`src/hw/rtl/gregorian_date_add_days_unit_defines.svh`:
```
// assertion macros used by the date adder datapath
`ifndef GREGORIAN_DATE_ADD_DAYS_UNIT_DEFINES_SVH
`define GREGORIAN_DATE_ADD_DAYS_UNIT_DEFINES_SVH

// same-cycle implication, checked on rising clk outside reset
`define GDAD_ASSERT_IMP(lbl, ante, cons, msg) \
	lbl: assert property (@(posedge clk) disable iff (!arst_n) (ante) |-> (cons)) else $error(msg);

// next-cycle implication, checked on rising clk outside reset
`define GDAD_ASSERT_NXT(lbl, ante, cons, msg) \
	lbl: assert property (@(posedge clk) disable iff (!arst_n) (ante) |=> (cons)) else $error(msg);

`endif

```
`src/hw/rtl/gdad_pkg.sv`:
```
// types, constants and calendar functions for the date adder
package gdad_pkg;

	localparam int DayW   = 5;
	localparam int MonthW = 4;
	localparam int YearW  = 12;
	localparam int AddW   = 15;
	localparam int LeftW  = 16;
	localparam int RemW   = 9;

	localparam logic [YearW-1:0]  YEAR_MAX      = 12'd2999;
	localparam logic [YearW-1:0]  LEAP_CYCLE    = 12'd400;
	localparam logic [MonthW-1:0] MONTH_FIRST   = 4'd1;
	localparam logic [MonthW-1:0] MONTH_LAST    = 4'd12;
	localparam logic [MonthW-1:0] MONTH_FEB     = 4'd2;
	localparam logic [DayW-1:0]   FEB_LEAP_DAYS = 5'd29;

	// month lengths in a common year, entry zero unused
	localparam logic [DayW-1:0] MONTH_LEN [13] = '{
		5'd0, 5'd31, 5'd28, 5'd31, 5'd30, 5'd31, 5'd30,
		5'd31, 5'd31, 5'd30, 5'd31, 5'd30, 5'd31
	};

	// commands from controller to datapath
	typedef struct packed {
		logic load_in;
		logic reduce_step;
		logic check_load;
		logic walk_step;
		logic out_load;
	} gdad_cmd_t;

	// status from datapath to controller
	typedef struct packed {
		logic reduce_done;
		logic input_bad;
		logic walk_done;
		logic out_free;
	} gdad_sts_t;

	// leap test from the year taken modulo 400
	function automatic logic is_leap(input logic [RemW-1:0] rem);
		logic div4;
		logic century;
		div4    = (rem[1:0] == 2'd0);
		century = (rem == 9'd100) || (rem == 9'd200) || (rem == 9'd300);
		return div4 && !century;
	endfunction

	// month length, zero for a month code that means nothing
	function automatic logic [DayW-1:0] days_in_month(input logic [MonthW-1:0] m,
			input logic leap);
		logic [DayW-1:0] len;
		if (m == MONTH_FEB && leap) begin
			len = FEB_LEAP_DAYS;
		end else if (m <= MONTH_LAST) begin
			len = MONTH_LEN[m];
		end else begin
			len = '0;
		end
		return len;
	endfunction

endpackage

```
`src/hw/rtl/gdad_ctrl.sv`:
```
// controller state machine sequencing the date adder
module gdad_ctrl
	import gdad_pkg::*;
(
	input  logic      clk,
	input  logic      arst_n,
	input  logic      in_valid,
	output logic      in_stall,
	input  gdad_sts_t sts,
	output gdad_cmd_t cmd
);

	typedef enum logic [4:0] {
		ST_IDLE   = 5'b00001,
		ST_REDUCE = 5'b00010,
		ST_CHECK  = 5'b00100,
		ST_WALK   = 5'b01000,
		ST_FINISH = 5'b10000
	} state_t;

	state_t state_q, state_d;

	// next state and command decode
	always_comb begin
		state_d = state_q;
		cmd     = '0;
		unique case (state_q)
			ST_IDLE: begin
				if (in_valid) begin
					cmd.load_in = 1'b1;
					state_d     = ST_REDUCE;
				end
			end
			ST_REDUCE: begin
				if (sts.reduce_done) begin
					state_d = ST_CHECK;
				end else begin
					cmd.reduce_step = 1'b1;
				end
			end
			ST_CHECK: begin
				cmd.check_load = 1'b1;
				state_d        = sts.input_bad ? ST_FINISH : ST_WALK;
			end
			ST_WALK: begin
				if (sts.walk_done) begin
					state_d = ST_FINISH;
				end else begin
					cmd.walk_step = 1'b1;
				end
			end
			ST_FINISH: begin
				if (sts.out_free) begin
					cmd.out_load = 1'b1;
					state_d      = ST_IDLE;
				end
			end
			default: begin
				state_d = ST_IDLE;
			end
		endcase
	end

	// state register
	always_ff @(posedge clk or negedge arst_n) begin
		if (!arst_n) begin
			state_q <= ST_IDLE;
		end else begin
			state_q <= state_d;
		end
	end

	assign in_stall = (state_q != ST_IDLE);

endmodule

```
`src/hw/rtl/gdad_dp.sv`:
```
// datapath: input latch, leap remainder, month walk and result register
module gdad_dp
	import gdad_pkg::*;
(
	input  logic              clk,
	input  logic              arst_n,
	input  logic [DayW-1:0]   start_day,
	input  logic [MonthW-1:0] start_month,
	input  logic [YearW-1:0]  start_year,
	input  logic [AddW-1:0]   days_to_add,
	input  gdad_cmd_t         cmd,
	output gdad_sts_t         sts,
	output logic              out_valid,
	input  logic              out_stall,
	output logic [DayW-1:0]   result_day,
	output logic [MonthW-1:0] result_month,
	output logic [YearW-1:0]  result_year,
	output logic              bad_input
);

	`include "gregorian_date_add_days_unit_defines.svh"

	logic [DayW-1:0]   day_q;
	logic [MonthW-1:0] month_q;
	logic [YearW-1:0]  year_q;
	logic [AddW-1:0]   add_q;
	logic [YearW-1:0]  rem_q;
	logic [LeftW-1:0]  left_q;
	logic              bad_q;
	logic              out_valid_q;
	logic [DayW-1:0]   res_day_q;
	logic [MonthW-1:0] res_month_q;
	logic [YearW-1:0]  res_year_q;
	logic              res_bad_q;

	logic [RemW-1:0]   rem9;
	logic              leap;
	logic [DayW-1:0]   cur_len;
	logic              bad_chk;

	// leap flag and current month length
	assign rem9    = rem_q[RemW-1:0];
	assign leap    = is_leap(rem9);
	assign cur_len = days_in_month(month_q, leap);

	// start date and count checks
	assign bad_chk = (year_q == '0) || (year_q > YEAR_MAX)
		|| (month_q < MONTH_FIRST) || (month_q > MONTH_LAST)
		|| (day_q == '0) || (day_q > cur_len)
		|| (add_q == '0);

	assign sts.reduce_done = (rem_q < LEAP_CYCLE);
	assign sts.input_bad   = bad_chk;
	assign sts.walk_done   = (left_q <= {{(LeftW-DayW){1'b0}}, cur_len});
	assign sts.out_free    = !out_valid_q || !out_stall;

	// working registers
	always_ff @(posedge clk) begin
		if (cmd.load_in) begin
			day_q   <= start_day;
			month_q <= start_month;
			year_q  <= start_year;
			add_q   <= days_to_add;
			rem_q   <= start_year;
		end else if (cmd.reduce_step) begin
			rem_q <= rem_q - LEAP_CYCLE;
		end else if (cmd.check_load) begin
			bad_q  <= bad_chk;
			left_q <= {{(LeftW-DayW){1'b0}}, day_q} + {{(LeftW-AddW){1'b0}}, add_q};
		end else if (cmd.walk_step) begin
			left_q <= left_q - {{(LeftW-DayW){1'b0}}, cur_len};
			if (month_q == MONTH_LAST) begin
				month_q <= MONTH_FIRST;
				year_q  <= year_q + 12'd1;
				rem_q   <= (rem_q == LEAP_CYCLE - 12'd1) ? '0 : rem_q + 12'd1;
			end else begin
				month_q <= month_q + 4'd1;
			end
		end
	end

	// result payload
	always_ff @(posedge clk) begin
		if (cmd.out_load) begin
			res_bad_q   <= bad_q;
			res_day_q   <= bad_q ? '0 : left_q[DayW-1:0];
			res_month_q <= bad_q ? '0 : month_q;
			res_year_q  <= bad_q ? '0 : year_q;
		end
	end

	// result beat valid
	always_ff @(posedge clk or negedge arst_n) begin
		if (!arst_n) begin
			out_valid_q <= 1'b0;
		end else if (cmd.out_load) begin
			out_valid_q <= 1'b1;
		end else if (!out_stall) begin
			out_valid_q <= 1'b0;
		end
	end

	assign out_valid    = out_valid_q;
	assign result_day   = res_day_q;
	assign result_month = res_month_q;
	assign result_year  = res_year_q;
	assign bad_input    = res_bad_q;

	// checks
	`GDAD_ASSERT_IMP(a_load_free, cmd.out_load, sts.out_free, "result loaded over a held beat")
	`GDAD_ASSERT_IMP(a_bad_zero, out_valid_q && res_bad_q,
		(res_day_q == '0) && (res_month_q == '0) && (res_year_q == '0), "bad beat not zeroed")
	`GDAD_ASSERT_IMP(a_good_date, out_valid_q && !res_bad_q,
		(res_month_q >= MONTH_FIRST) && (res_month_q <= MONTH_LAST) && (res_day_q != '0),
		"good beat has no valid date")
	`GDAD_ASSERT_NXT(a_walk_rem, cmd.walk_step, rem_q < LEAP_CYCLE, "leap remainder left range")

endmodule

```
`src/hw/rtl/gregorian_date_add_days_unit.sv`:
```
// top level of the gregorian date plus days unit
//
//   channel | signals                                          | handshake
//   --------+--------------------------------------------------+----------------
//   in      | start_day, start_month, start_year, days_to_add  | in_valid/in_stall
//   out     | result_day, result_month, result_year, bad_input | out_valid/out_stall
//
// one beat in, one beat out; a good beat first subtracts 400 from start_year until the
// remainder is below 400 (at most 7 subtract steps), then walks months forward from the
// start month, one per cycle; a bad beat skips the walk (up to 10 subtract steps).
// in_stall is high from acceptance until the result is placed in the output register;
// the output register holds a finished beat while the next one is taken and worked.
// arst_n clears the controller and the output valid; payload registers are not reset.
module gregorian_date_add_days_unit
	import gdad_pkg::*;
(
	input  logic              clk,
	input  logic              arst_n,
	input  logic              in_valid,
	output logic              in_stall,
	input  logic [DayW-1:0]   start_day,
	input  logic [MonthW-1:0] start_month,
	input  logic [YearW-1:0]  start_year,
	input  logic [AddW-1:0]   days_to_add,
	output logic              out_valid,
	input  logic              out_stall,
	output logic [DayW-1:0]   result_day,
	output logic [MonthW-1:0] result_month,
	output logic [YearW-1:0]  result_year,
	output logic              bad_input
);

	gdad_cmd_t cmd;
	gdad_sts_t sts;

	// sequencer
	gdad_ctrl u_ctrl (
		.clk      (clk),
		.arst_n   (arst_n),
		.in_valid (in_valid),
		.in_stall (in_stall),
		.sts      (sts),
		.cmd      (cmd)
	);

	// datapath
	gdad_dp u_dp (
		.clk          (clk),
		.arst_n       (arst_n),
		.start_day    (start_day),
		.start_month  (start_month),
		.start_year   (start_year),
		.days_to_add  (days_to_add),
		.cmd          (cmd),
		.sts          (sts),
		.out_valid    (out_valid),
		.out_stall    (out_stall),
		.result_day   (result_day),
		.result_month (result_month),
		.result_year  (result_year),
		.bad_input    (bad_input)
	);

endmodule

```
`config.mk`:
```
export PLATFORM = sky130hd
export DESIGN_NAME = gregorian_date_add_days_unit
export DESIGN_NICKNAME = d
export VERILOG_FILES = /design/src/hw/rtl/gdad_pkg.sv /design/src/hw/rtl/gdad_ctrl.sv /design/src/hw/rtl/gdad_dp.sv /design/src/hw/rtl/gregorian_date_add_days_unit.sv
export VERILOG_INCLUDE_DIRS = /design/src /design/src/hw/rtl
export SDC_FILE = /design/constraint.sdc
export NUM_CORES = 1
export LEC_CHECK = 0
export BUFFER_PORTS_ARGS = -buffer_cell sky130_fd_sc_hd__buf_2
export CAP_MARGIN = 25
export CORE_UTILIZATION = 45
export CTS_BUF_LIST = sky130_fd_sc_hd__clkbuf_2
export DETAILED_ROUTE_END_ITERATION = 8
export PLACE_DENSITY = 0.69
export RECOVER_POWER = 50
export SYNTH_ARGS = -nofsm -noshare
export SYNTH_HDL_FRONTEND = slang
export SYNTH_SLANG_ARGS = --single-unit
```
`constraint.sdc`:
```
create_clock -name clk -period 11.55 [get_ports clk]
set_input_delay 3.465 -clock clk [delete_from_list [all_inputs] [get_ports clk]]
set_output_delay 3.465 -clock clk [all_outputs]
set_load 0.01 [all_outputs]
```
## Word level (Yosys, flattened, before mapping)

Memory sizes are Yosys's and may differ from the RTL's.
Cells that the tools add are included.

- Add/sub/neg operators: 6
- Multiply operators: 0
- Shift-type cells: 0
- Mux-type cells: 39
- Divide/modulo/power cells: 0
- Reduce and logical (&&, ||, !) cells: 29
- Magnitude comparators: 8
- Eq/ne operators: 20
- Bitwise operators: 3

Operator list:

| cell | count |
|---|---|
| $mux W12 | 11 |
| $mux W5 | 9 |
| $mux W16 | 2 |
| $pmux W5 S5 | 1 |
| $add A12 B1 Y12 const B | 2 |
| $mux W4 | 5 |
| $add A5 B15 Y16 | 1 |
| $le A16 B5 Y1 | 1 |
| $sub A16 B5 Y16 | 1 |
| $logic_not A15 Y1 | 1 |
| $eq A12 B9 Y1 const B | 1 |
| $gt A12 B12 Y1 const B | 1 |
| $logic_not A12 Y1 | 1 |
| $lt A12 B9 Y1 const B | 1 |
| $reduce_and A3 Y1 | 4 |
| $sub A12 B9 Y12 const B | 1 |
| $mux W1 | 11 |
| $eq A9 B7 Y1 const B | 1 |
| $eq A9 B8 Y1 const B | 1 |
| $eq A9 B9 Y1 const B | 1 |
| $logic_or A1 B1 Y1 | 9 |
| $ne A2 B2 Y1 const B | 4 |
| $reduce_and A4 Y1 | 2 |
| $ne A2 B1 Y1 const B | 3 |
| other kinds (23) | 30 |

- RAM bits: 0
- Memory bits (read-only): 80
- Output and inout bits: 24
- Bits of input ports: 40
- Logic and storage cells: 119
- Latch bits: 0
- Bits in registers: 93
- Memories: 1

Memory list:

| memory | depth | bits a word | read ports | clocked after Yosys merged registers in | write ports | line | source |
|---|---|---|---|---|---|---|---|
| (no name shown) | 16 | 5 | 1 | 0 | 0 | gdad_pkg.sv:57 | `len = MONTH_LEN[m];` |

## Longest topological paths before layout

Gate-level depths: netlist (run 1).

- Word-level depth: 14
- Mapped depth: 15
- Gate-level depth less buffers: 14

## Cells and area by module

Synthesis (run 1) repeated with hierarchy kept, for this count alone.

- Cell total of the unflattened synthesis: 493
- Area total of the unflattened synthesis: 5382.7 µm²

Modules (own cells, without submodules):

| module | seq. area each (µm²) | area each (µm²) | instances | cells an instance |
|---|---|---|---|---|
| gdad_dp | 2637.5 | 5061.1 | 1 | 458 |
| gdad_ctrl | 126.4 | 321.6 | 1 | 35 |

## Worst setup path before layout (run 1)

No wires, ideal clock.

- Path type: input-to-reg
- Start: input out_stall
- End: register u_dp.res_bad_q (netlist: u_dp.bad_input), enable pin
- Required time: 11.142 ns
- Buffers on the path: 0
- Cell stages on the path: 1
- Setup time: 0.408 ns
- Arrival time: 4.593 ns
- Slack: 6.548 ns
- Path through: a21oi_1

- Word-level cells in the longest chain between the ends: 4

Ends and longest elaborated chain:

| what | line | source |
|---|---|---|
| from (decl) | gregorian_date_add_days_unit.sv:26 | `input logic out_stall,` |
| $logic_not A1 Y1 | gdad_dp.sv:55 | `assign sts.out_free = !out_valid_q \|\| !out_stall;` |
| $logic_or A1 B1 Y1 | gdad_dp.sv:55 |  |
| $mux W1 | gdad_ctrl.sv:53 | `if (sts.out_free) begin` |
| $mux W1 | gdad_ctrl.sv:27 | `unique case (state_q)` |
| to (signal assigned) | gdad_dp.sv:85 | `res_bad_q <= bad_q;` |
| to (decl) | gdad_dp.sv:34 | `logic res_bad_q;` |

No other way between the ends.
A chain may end at the register's enable or synchronous reset.

## Worst setup path in the final report (run 1)

- Start: input in_valid
- End: register u_dp.year_q[3] (data pin)

- Word-level cells in the longest chain between the ends: 3

Ends and longest elaborated chain:

| what | line | source |
|---|---|---|
| from (decl) | gregorian_date_add_days_unit.sv:19 | `input logic in_valid,` |
| $mux W1 | gdad_ctrl.sv:29 | `if (in_valid) begin` |
| $mux W1 | gdad_ctrl.sv:27 |  |
| $mux W12 | gdad_dp.sv:59 | `if (cmd.load_in) begin` |
| to (signal assigned) | gdad_dp.sv:62 | `year_q <= start_year;` |
| to (signal assigned) | gdad_dp.sv:74 | `year_q <= year_q + 12'd1;` |
| to (decl) | gdad_dp.sv:25 | `logic [YearW-1:0] year_q;` |

No other way between the ends.

==> run_results.csv, run 1 <==
group,metric,value,unit
final_layout,nets,624,
clocking,htreeDepth,3,
detailed_routing,dr_total_vias,3858,
timing,post-route-min-period,5507,ps
yosys,synth_enable_flop_cells,87,
pwr,p_switching,0.0005055,W
yosys,synth_area_leaders,"edfxtp_1 49%, ha_1 6.4%, xor2_1 4.0%",
pwr,max-vdd-ir-drop,141.8,uV
pwr,internal-power,0.0007635,W
die,floorplan.initialDensity,46.20,%
critical_path,worstPathRequired,11940,ps
timing,slew_headroom,-18.61,%
grt,antenna_found_initial,0,
pwr,sw_frac_of_total,39.83,%
worst_hold_path,hp-start,"u_dp.out_valid",
detailed_routing,drc,0,
clocking,clk_pin_slew,230,ps
clocking,worst_skew_pair.late_latency,560,ps
critical_path,path_cells,"buf_2 > nand2_1 > inv_1 > clkbuf_1 > nand2_1 > o21ai_0",
yosys,synth.cell_area,0.005298,mm2
clocking,clockBufferDepth,2,
pwr,power_density,217.4,mW/mm2
timing,skew,39.10,ps
critical_path,cp-end-kind,"flip-flop",
yosys,synth-seq-area-share,52.17,%
die,num_rows,39,
final_layout,multiInputGateArea,0.002387,mm2
die,core,0.01147,mm2
placed_design,routabilityCongestion,0.8123,
die,dieArea,0.01221,mm2
detailed_routing,wl_per_cell,15.95,um
final_layout,fillers,1006,
critical_path,cpLargestDelayFamily,"buffers and inverters",
clocking,numCtsBuffers,9,
clocking,cts_tree,"built",
grt,grt_pass1_vias,3718,
worst_hold_path,hold_path_class,"flip-flop to flip-flop",
die,die_h,110.5,um
detailed_routing,routed_wirelength,11190,um
placed_design,pre_cts_ws,6425,ps
critical_path,cp_max_fo,40,
final_layout,fin_cells,702,
final_layout,regArea,0.002764,mm2
critical_path,crit_start,"in_valid",
pwr,seqPwrFrac,47.6,%
grt,grt_max_degree,41,
grt,grt_pass1_wl,18330,um
yosys,synth_async_sr_flop_share,6.452,%
yosys,postSynthCellCount,494,
placed_design,dpl_cell_area,0.005751,mm2
detailed_routing,drtIter0Drc,195,
grt,globalRouteOverflowTotal,0,
timing,setup_ws,6043,ps
final_layout,antenna_cells,0,
timing,tightest_slew,1779,ps
placed_design,placed_cells,687,
critical_path,critPathLaunchType,"primary input",
timing,rsz0062_at_grt,"false",
grt,grt_usage,19.02,%
yosys,ys_ff_latch,93,
yosys,syn_nets,563,
placed_design,dp_hpwl,8445,um
timing,worst_hold_slack,589.3,ps
critical_path,path_common_cell,"nand2_1",
final_layout,syn_to_final_growth,10.16,%
flow_run,cap_violations,1,
critical_path,path_class,"primary input to flip-flop",
final_layout,drive_above_1_share,14.67,%
critical_path,max_stage_delay,1300,ps
yosys,synth_top_area_share,49.32,%
timing,finalSetupTns,0,ps
final_layout,final_area,0.005836,mm2
critical_path,reg2reg_from,"u_dp.rem_q[4]",
detailed_routing,drtPass1Iterations,5,
yosys,yosysWarnings,0,
pwr,clock_power_share,12.2,%
timing,fin_crit_sh,47.68,%
pwr,p_comb_share,40.2,%
critical_path,cp_slowest_cell,"clkbuf_1",
timing,setup_violations,0,
clocking,holdBufCountCts,0,
yosys,synth.distinct_cells,54,
die,die_w,110.5,um
die,io_pins,64,
run_status,violations,"capacitance limit, slew limit",
yosys,synth_flop_cell,"edfxtp_1",
critical_path,crit_arrival,5900,ps
clocking,post_cts_buffers,0,
yosys,yosysTopAreaCell,"edfxtp_1",
yosys,synth.avg_cell_area,10.72,um2
clocking,root_buffer,"clkbuf_2",
clocking,cts-resized-gates,0,
clocking,clock_sinks,93,
timing,max_freq,181.6,MHz
detailed_routing,ant_nets,0,
placed_design,port_buffers,63,
detailed_routing,viasPerCell,5.496,
timing,final_hold_viol_count,0,
timing,slew_viol_final,41,
pwr,leakage,2.258,nW
run_status,status,"finished with violations",
critical_path,crit_buf_inv,3,
==> cell usage in the layout (no fill, tap or decap), types with 5 or more instances in the layout <==
cell type / Yosys / final
o21ai_0: 25 / 26
nand4_1: 6 / 6
nor2b_1: 19 / 19
nand2b_1: 10 / 10
buf_2: 0 / 61
ha_1: 27 / 27
clkbuf_2: 0 / 10
nor4_1: 8 / 8
nand2_1: 49 / 49
edfxtp_1: 87 / 87
a21oi_1: 25 / 24
nor3_1: 11 / 11
nor2_1: 47 / 47
a31oi_1: 6 / 6
mux2i_1: 9 / 9
xor2_1: 24 / 24
nand3_1: 20 / 20
xnor2_1: 21 / 21
and3_1: 9 / 9
inv_1: 19 / 19
dfrtp_1: 5 / 5
==> area by class of cell <==
type | count | share of cell area (%)
Sequential cell | 93 | 47.36
Multi-Input combinational cell | 365 | 40.91
Timing Repair Buffer | 66 | 5.617
Tap cell | 143 | 3.066
Inverter | 20 | 1.286
Clock inverter | 5 | 0.9005
Clock buffer | 10 | 0.8576
==> metal layers <==
layer	GRT usage, %	routed length [um]
met2	27.74	4964
met1	27.90	5373
met3	3.458	624
met5	0	0
met4	7.733	231
==> power by group through the flow <==
stage / Sequential (W) / Clock, W / Combinational [W]
6_report: 0.000604 / 0.000155 / 0.000510
5_1_grt: 0.000616 / 0.000170 / 0.000575
4_1_cts: 0.000600 / 0.000159 / 0.000510
3_5_place_dp: 0.000606 / 0 / 0.000508
3_3_place_gp: 0.000604 / 0 / 0.000494
2_1_floorplan: 0.000558 / 0 / 0.000418
==> worst paths after layout <==
check,slack [ps],endpoint,depth (start not counted)
worst max-delay path,6040,u_dp.year_q[3],6
worst min-delay path,590,u_dp.out_valid,2
worst max register to register,6370,u_dp.left_q[4],12
worst min register to register,590,u_dp.out_valid,2
max in group asynchronous,8530,u_ctrl.state_q[0],1
min in group asynchronous,2740,u_ctrl.state_q[2],1
==> cell usage after synthesis, drive strengths merged, types with 2 or more instances <==
| library cell | instances |
|---|---|
| buf | 2 |
| dfrtp | 5 |
| fa | 2 |
| xnor2 | 22 |
| nor2b | 19 |
| inv | 19 |
| nor2 | 47 |
| nand2 | 49 |
| o22ai | 2 |
| a311oi | 2 |
| o21a | 2 |
| or3 | 4 |
| xor2 | 24 |
| or4 | 2 |
| nand3 | 20 |
| and3 | 9 |
| o21ai | 27 |
| o211ai | 4 |
| nand4 | 6 |
| clkbuf | 14 |
| a211oi | 3 |
| nor4 | 8 |
| a21o | 3 |
| a21oi | 25 |
| o21bai | 2 |
| a31oi | 6 |
| and3b | 2 |
| o221ai | 3 |
| mux2i | 9 |
| nor3 | 11 |
| edfxtp | 87 |
| nand2b | 10 |
| ha | 27 |
==> logic make-up after synthesis <==
| group | Yosys count | share of synthesized area (%) |
|---|---|---|
| xor gates and xnor gates | 46 | 7.747 |
| muxes | 9 | 1.701 |
| and+or+nand+nor | 195 | 18.56 |
| DFF | 93 | 52.17 |
| buffers and inverters | 36 | 2.692 |
| adders and majority gates | 29 | 7.133 |
| AOI/OAI and AO/OA | 86 | 9.991 |
==> metrics by stage <==
stage,power (W),util (%)
finish,0.001269,50.89
floorplan,0.0009756,-
global route,0.001362,50.89
detailed placement,0.001115,50.15
global placement,0.001098,50.15
CTS,0.001269,51.04
==> worst min-delay path, cell delays in order, from the launching register on <==
cell and delay [ps]:
dfrtp_1 430, nand2_1 80, nand2_1 70
==> state kept, by name, indices dropped and copies added (netlist names), 4 cells and up <==
signal and flops:
u_dp.month_q 4, u_dp.left_q 16, u_ctrl.state_q 5, u_dp.day_q 5
u_dp.year_q 12, u_dp.result_year 12, u_dp.rem_q 12, u_dp.add_q 15
u_dp.result_day 5, u_dp.result_month 4
Power figures use the tool's default switching activity.
==> run 2, diff against run 1 <==
ABC_AREA = 1   (was not set)
clock period = 5.46 ns   (was 11.55 ns; I/O delays follow)
==> run_results.csv, run 2 <==
group,metric,value,unit
pwr,seqPwrFrac,44.9,%
clocking,clockBufferDepth,2,
yosys,synth.avg_cell_area,8.666,um2
detailed_routing,drtPass1Iterations,5,
pwr,p_switching,0.0009791,W
yosys,synth_area_leaders,"edfxtp_1 46%, nand2_1 9.8%, nor2_1 6.0%",
yosys,synth_top_cells_by_count,"150 x nand2_1, 92 x nor2_1, 87 x edfxtp_1",
die,die_w,114.7,um
placed_design,placed_cells,883,
pwr,p_comb_share,39.3,%
detailed_routing,routed_wirelength,12700,um
final_layout,final_util,51.71,%
final_layout,nets,796,
detailed_routing,viasPerCell,5.093,
die,core,0.01221,mm2
timing,tightest_slew,2076,ps
clocking,clk_pin_slew,260,ps
critical_path,path_cells,"clkbuf_1 > inv_1 > nor2_1 > clkbuf_1 > nor2_1 > nor2_1",
yosys,synth_enable_flop_cells,87,
grt,grt_pass1_vias,4332,
grt,grt_pass1_wl,20960,um
flow_run,cap_violations,1,
die,die_h,114.7,um
yosys,postSynthCellCount,660,
die,num_rows,40,
yosys,yosysTopAreaCell,"edfxtp_1",
critical_path,crit_arrival,4650,ps
die,io_pins,64,
final_layout,largest_register_ffs,16,
final_layout,syn_to_final_growth,10.41,%
critical_path,worstPathRequired,5700,ps
pwr,max-vdd-ir-drop,120.0,uV
critical_path,cp_max_fo,41,
clocking,cts_tree,"built",
critical_path,max_stage_delay,1500,ps
final_layout,mostFrequentLayoutCell,"nand2_1",
timing,skew,42.44,ps
placed_design,dp_hpwl,9842,um
pwr,clock_power_share,15.8,%
pwr,leakage,2.811,nW
clocking,htreeDepth,3,
critical_path,cp-end-kind,"flip-flop",
grt,grt_max_degree,42,
yosys,yosysMostFrequentCell,"nand2_1",
yosys,yosysWarnings,0,
placed_design,routabilityCongestion,0.8844,
detailed_routing,drc,0,
yosys,synth_top_area_share,45.68,%
yosys,synth.distinct_cells,47,
grt,antenna_found_initial,1,
yosys,syn_nets,729,
run_status,status,"finished with violations",
yosys,synth.cell_area,0.005719,mm2
clocking,holdBufCountCts,0,
clocking,root_buffer,"clkbuf_2",
final_layout,top_regs,"u_dp.left_q: 16 flops, u_dp.add_q: 15 flops",
detailed_routing,wl_per_cell,14.10,um
clocking,clock_sinks,93,
detailed_routing,ant_nets,0,
timing,finalSetupTns,0,ps
critical_path,path_common_cell,"nor2_1",
timing,final_hold_viol_count,0,
clocking,numCtsBuffers,9,
run_status,violations,"capacitance limit, slew limit",
final_layout,top_register,"u_dp.left_q",
pwr,power_density,388.1,mW/mm2
timing,fin_crit_sh,80.66,%
detailed_routing,drtIter0Drc,386,
critical_path,cpLargestDelayFamily,"buffers and inverters",
grt,globalRouteOverflowTotal,0,
placed_design,port_buffers,63,
yosys,synth_flop_cell,"edfxtp_1",
critical_path,critPathLaunchType,"primary input",
critical_path,crit_buf_inv,3,
pwr,internal-power,0.001471,W
detailed_routing,dr_total_vias,4589,
grt,grt_usage,20.60,%
die,floorplan.initialDensity,46.83,%
final_layout,drive_above_1_share,15.44,%
timing,max_freq,227.1,MHz
final_layout,fin_cells,901,
critical_path,cp_slowest_cell,"clkbuf_1",
clocking,post_cts_buffers,0,
timing,post-route-min-period,4404,ps
yosys,ys_ff_latch,93,
final_layout,fillers,1189,
critical_path,path_class,"primary input to flip-flop",
clocking,cts-resized-gates,0,
timing,slew_headroom,-38.38,%
pwr,sw_frac_of_total,39.96,%
die,dieArea,0.01316,mm2
clocking,worst_skew_pair.late_latency,580,ps
worst_hold_path,hold_path_class,"flip-flop to flip-flop",
final_layout,most-common-layout-cells,"151 x nand2_1, 93 x nor2_1, 87 x edfxtp_1",
timing,slew_viol_final,42,
yosys,synth_async_sr_flop_share,6.452,%
yosys,synth-seq-area-share,48.33,%
timing,setup_violations,0,
timing,rsz0062_at_grt,"false",
==> run 2: worst register-to-register path, stage by stage (launching register included) <==
cell and delay (ps):
edfxtp_1 490, inv_1 190, ha_1 220, inv_1 40, o311ai_0 320, nand3_1 200
a21boi_0 730, ha_1 300, nand2_1 70, nor2_1 140, nand2_1 90, nand3_1 90
nand3_2 130, nand2_2 170, inv_2 70, nor2_1 710
==> run 2: power by group through the flow <==
stage / sequential [W] / clock, W / combinational, W
3_5_place_dp: 0.00111 / 0 / 0.000970
5_1_grt: 0.00112 / 0.000430 / 0.00110
3_3_place_gp: 0.00111 / 0 / 0.000941
2_1_floorplan: 0.00109 / 0 / 0.000726
4_1_cts: 0.00110 / 0.000402 / 0.000975
6_report: 0.00110 / 0.000388 / 0.000963
==> run 2: cell families (layout without fill, tap and decap cells) <==
group                    count (synthesis)  after routing  synth area share [%]
flip-flops                              93             93                 48.33
AND/OR/NAND/NOR                        339            339                 26.56
AO/OA/AOI/OAI                           83             83                 8.839
multiplexers                             1              1                0.1750
other                                    0              1                     0
buffers and inverters                   97            169                 6.738
adder cells (fa/ha/maj)                 29             29                 6.607
XOR/XNOR                                18             18                 2.756
==> run 2: final timing paths <==
check	slack, ps	cells after the start	endpoint	start
worst max-delay path	1060	6	u_dp.year_q[10]	in_valid
worst min register to register	540	2	u_dp.out_valid	u_dp.out_valid
worst max register to register	1160	15	u_dp.year_q[10]	u_dp.rem_q[4]
min in group asynchronous	920	1	u_ctrl.state_q[3]	arst_n
max in group asynchronous	4230	1	u_ctrl.state_q[0]	arst_n
worst min-delay path	540	2	u_dp.out_valid	u_dp.out_valid
==> run 2: stage by stage <==
stage               setup slack [ps]  cell area [um2]  hold WS (ps)  power, W
global placement                1379             6202         489.3  0.002049
global route                   694.4             6315         589.9  0.002648
floorplan                       1901             5719         470.2  0.001819
detailed placement              1193             6202         505.6  0.002083
finish                          1056             6315         538.2  0.002451
CTS                             1156             6339         554.2  0.002473
==> run 2: layout make-up <==
type                            count  area [um2]  area share (%)
Tap cell                          168       210.2           3.329
Clock inverter                      6       86.33           1.367
Inverter                           88       331.6           5.251
Clock buffer                       10       50.05          0.7925
Antenna cell                        1       2.502         0.03963
Multi-Input combinational cell    470        2551           40.40
Timing Repair Buffer               65       319.1           5.053
Sequential cell                    93        2764           43.77
==> run 2: per-layer routing <==
layer | share of wire [%] | track usage, % | wire length (um) | vias up
li1 | - | - | - | 2343
met1 | 50 | 30.48 | 6288 | 2099
met2 | 44 | 30.46 | 5629 | 138
met3 | 5.3 | 3.163 | 677 | 9
met4 | 0.82 | 7.879 | 104 | 0
met5 | 0 | 0 | 0 | -
==> run 3, diff against run 2 <==
clock period = 4.6 ns   (was 5.46 ns; I/O delays follow)
==> run_results.csv, run 3 (synthesis results as in run 2) <==
group,metric,value,unit
run_status,status,"finished clean",
detailed_routing,dr_total_vias,4622,
clocking,htreeDepth,3,
final_layout,top_regs,"u_dp.left_q: 16 flops, u_dp.add_q: 15 flops",
critical_path,max_stage_delay,490,ps
final_layout,final_area,0.006271,mm2
detailed_routing,viasPerCell,5.130,
final_layout,antenna_cells,0,
clocking,clock_sinks,93,
detailed_routing,ant_nets,0,
flow_run,cap_violations,0,
detailed_routing,drtPass1Iterations,7,
grt,grt_max_degree,30,
die,floorplan.initialDensity,46.83,%
critical_path,cp_slowest_cell,"edfxtp_1",
critical_path,cp_max_fo,12,
die,num_rows,40,
critical_path,path_class,"flip-flop to flip-flop",
timing,skew,34.23,ps
grt,grt_pass1_vias,4316,
clocking,worst_skew_pair.late_latency,590,ps
die,die_h,114.7,um
critical_path,path_cells,"inv_1 > ha_1 > inv_1 > o311ai_0 > nand3_1 > nand2_1 > o21ai_0 > ha_1 > fa_1 > inv_1 > nand3_1 > nand2_1 > nand2_1 > nand3_1 > nand3_2 > nand2_2 > inv_2 > nor2_2",
timing,worst_hold_slack,537.1,ps
timing,final_hold_viol_count,0,
timing,finalSetupTns,0,ps
final_layout,mostFrequentLayoutCell,"nand2_1",
pwr,max-vdd-ir-drop,188.8,uV
final_layout,syn_to_final_growth,9.648,%
timing,setup_ws,557.0,ps
timing,post-route-min-period,4043,ps
final_layout,fillers,1172,
grt,globalRouteOverflowTotal,0,
final_layout,fin_cells,901,
timing,fin_crit_sh,87.89,%
clocking,holdBufCountCts,0,
detailed_routing,drc,0,
timing,tightest_slew,1444,ps
critical_path,critPathLaunchType,"flip-flop",
final_layout,largest_register_ffs,16,
die,core,0.01221,mm2
grt,antenna_found_initial,0,
detailed_routing,routed_wirelength,12930,um
clocking,clockBufferDepth,2,
die,io_pins,64,
placed_design,dp_hpwl,10010,um
critical_path,crit_arrival,4300,ps
detailed_routing,drtIter0Drc,336,
final_layout,drive_above_1_share,15.69,%
placed_design,dpl_cell_area,0.006210,mm2
clocking,clk_pin_slew,250,ps
critical_path,cp-end-kind,"flip-flop",
timing,slew_headroom,3.759,%
die,die_w,114.7,um
grt,grt_pass1_wl,21040,um
final_layout,most-common-layout-cells,"151 x nand2_1, 92 x nor2_1, 87 x edfxtp_1",
timing,rsz0062_at_grt,"false",
critical_path,worstPathRequired,4850,ps
placed_design,port_buffers,63,
grt,grt_usage,20.83,%
detailed_routing,wl_per_cell,14.35,um
placed_design,routabilityCongestion,0.9091,
clocking,numCtsBuffers,9,
clocking,root_buffer,"clkbuf_2",
die,dieArea,0.01316,mm2
placed_design,pre_cts_ws,410.2,ps
timing,max_freq,247.3,MHz
timing,slew_viol_final,0,
final_layout,top_register,"u_dp.left_q",
timing,setup_violations,0,
pwr,power_density,447.7,mW/mm2
clocking,cts_tree,"built",
pwr,leakage,2.795,nW
final_layout,nets,797,
placed_design,placed_cells,884,
worst_hold_path,hold_path_class,"flip-flop to flip-flop",
-- run 3: final timing paths --
check	cells after the start	slack, ps	startpoint	endpoint
setup / recovery	18	560	u_dp.rem_q[4]	u_dp.year_q[11]
hold / removal	2	540	u_dp.out_valid	u_dp.out_valid
setup reg to reg	18	560	u_dp.rem_q[4]	u_dp.year_q[11]
hold reg to reg	2	540	u_dp.out_valid	u_dp.out_valid
max in group asynchronous	1	3640	arst_n	u_ctrl.state_q[0]
min in group asynchronous	1	620	arst_n	u_dp.out_valid
-- run 3: repair_timing --
action / 4_1_cts / 5_1_grt
setup endpoints to repair: 0 / 20
setup buffers: 0 / 0
gates resized for setup: 0 / 2
-- run 3: worst max-delay path, delay by kind of cell, from the launching register on --
family                   cells  cell delay [ps]
AO/OA/AOI/OAI                2              490
buffers and inverters        4              430
flip-flops                   1              490
adder cells (fa/ha/maj)      3              820
AND/OR/NAND/NOR              9             1470
-- run 3: power breakdown --
part | switching [W] | internal (W) | leakage [nW]
sequential | 0.000133 | 0.00117 | 0.874
clock | 0.000269 | 0.0000675 | 0.0582
combinational | 0.000770 | 0.000396 | 1.86
total | 0.00117 | 0.00164 | 2.79
-- run 3: routing by layer --
metal  track usage [%]  share of wire (%)
met5                 0                  0
met4             7.359                1.4
met2             31.92                 45
met1             30.04                 48
met3             3.374                5.3
-- run 3: area by class of cell --
class	count	area [um2]	area share, %
repair buffers	66	327.8	5.227
clock buffers	10	50.05	0.7981
well taps	168	210.2	3.352
flip-flops and latches	93	2764	44.07
inverters	88	331.6	5.287
multi-input cells	470	2557	40.78
clock inverters	6	30.03	0.4789
-- run 3: metrics by stage --
stage / util, % / total power, W
detailed placement: 50.85 / 0.002490
finish: 51.35 / 0.002808
global placement: 50.85 / 0.002439
floorplan: - / 0.002159
CTS: 51.51 / 0.002826
global route: 51.35 / 0.003026
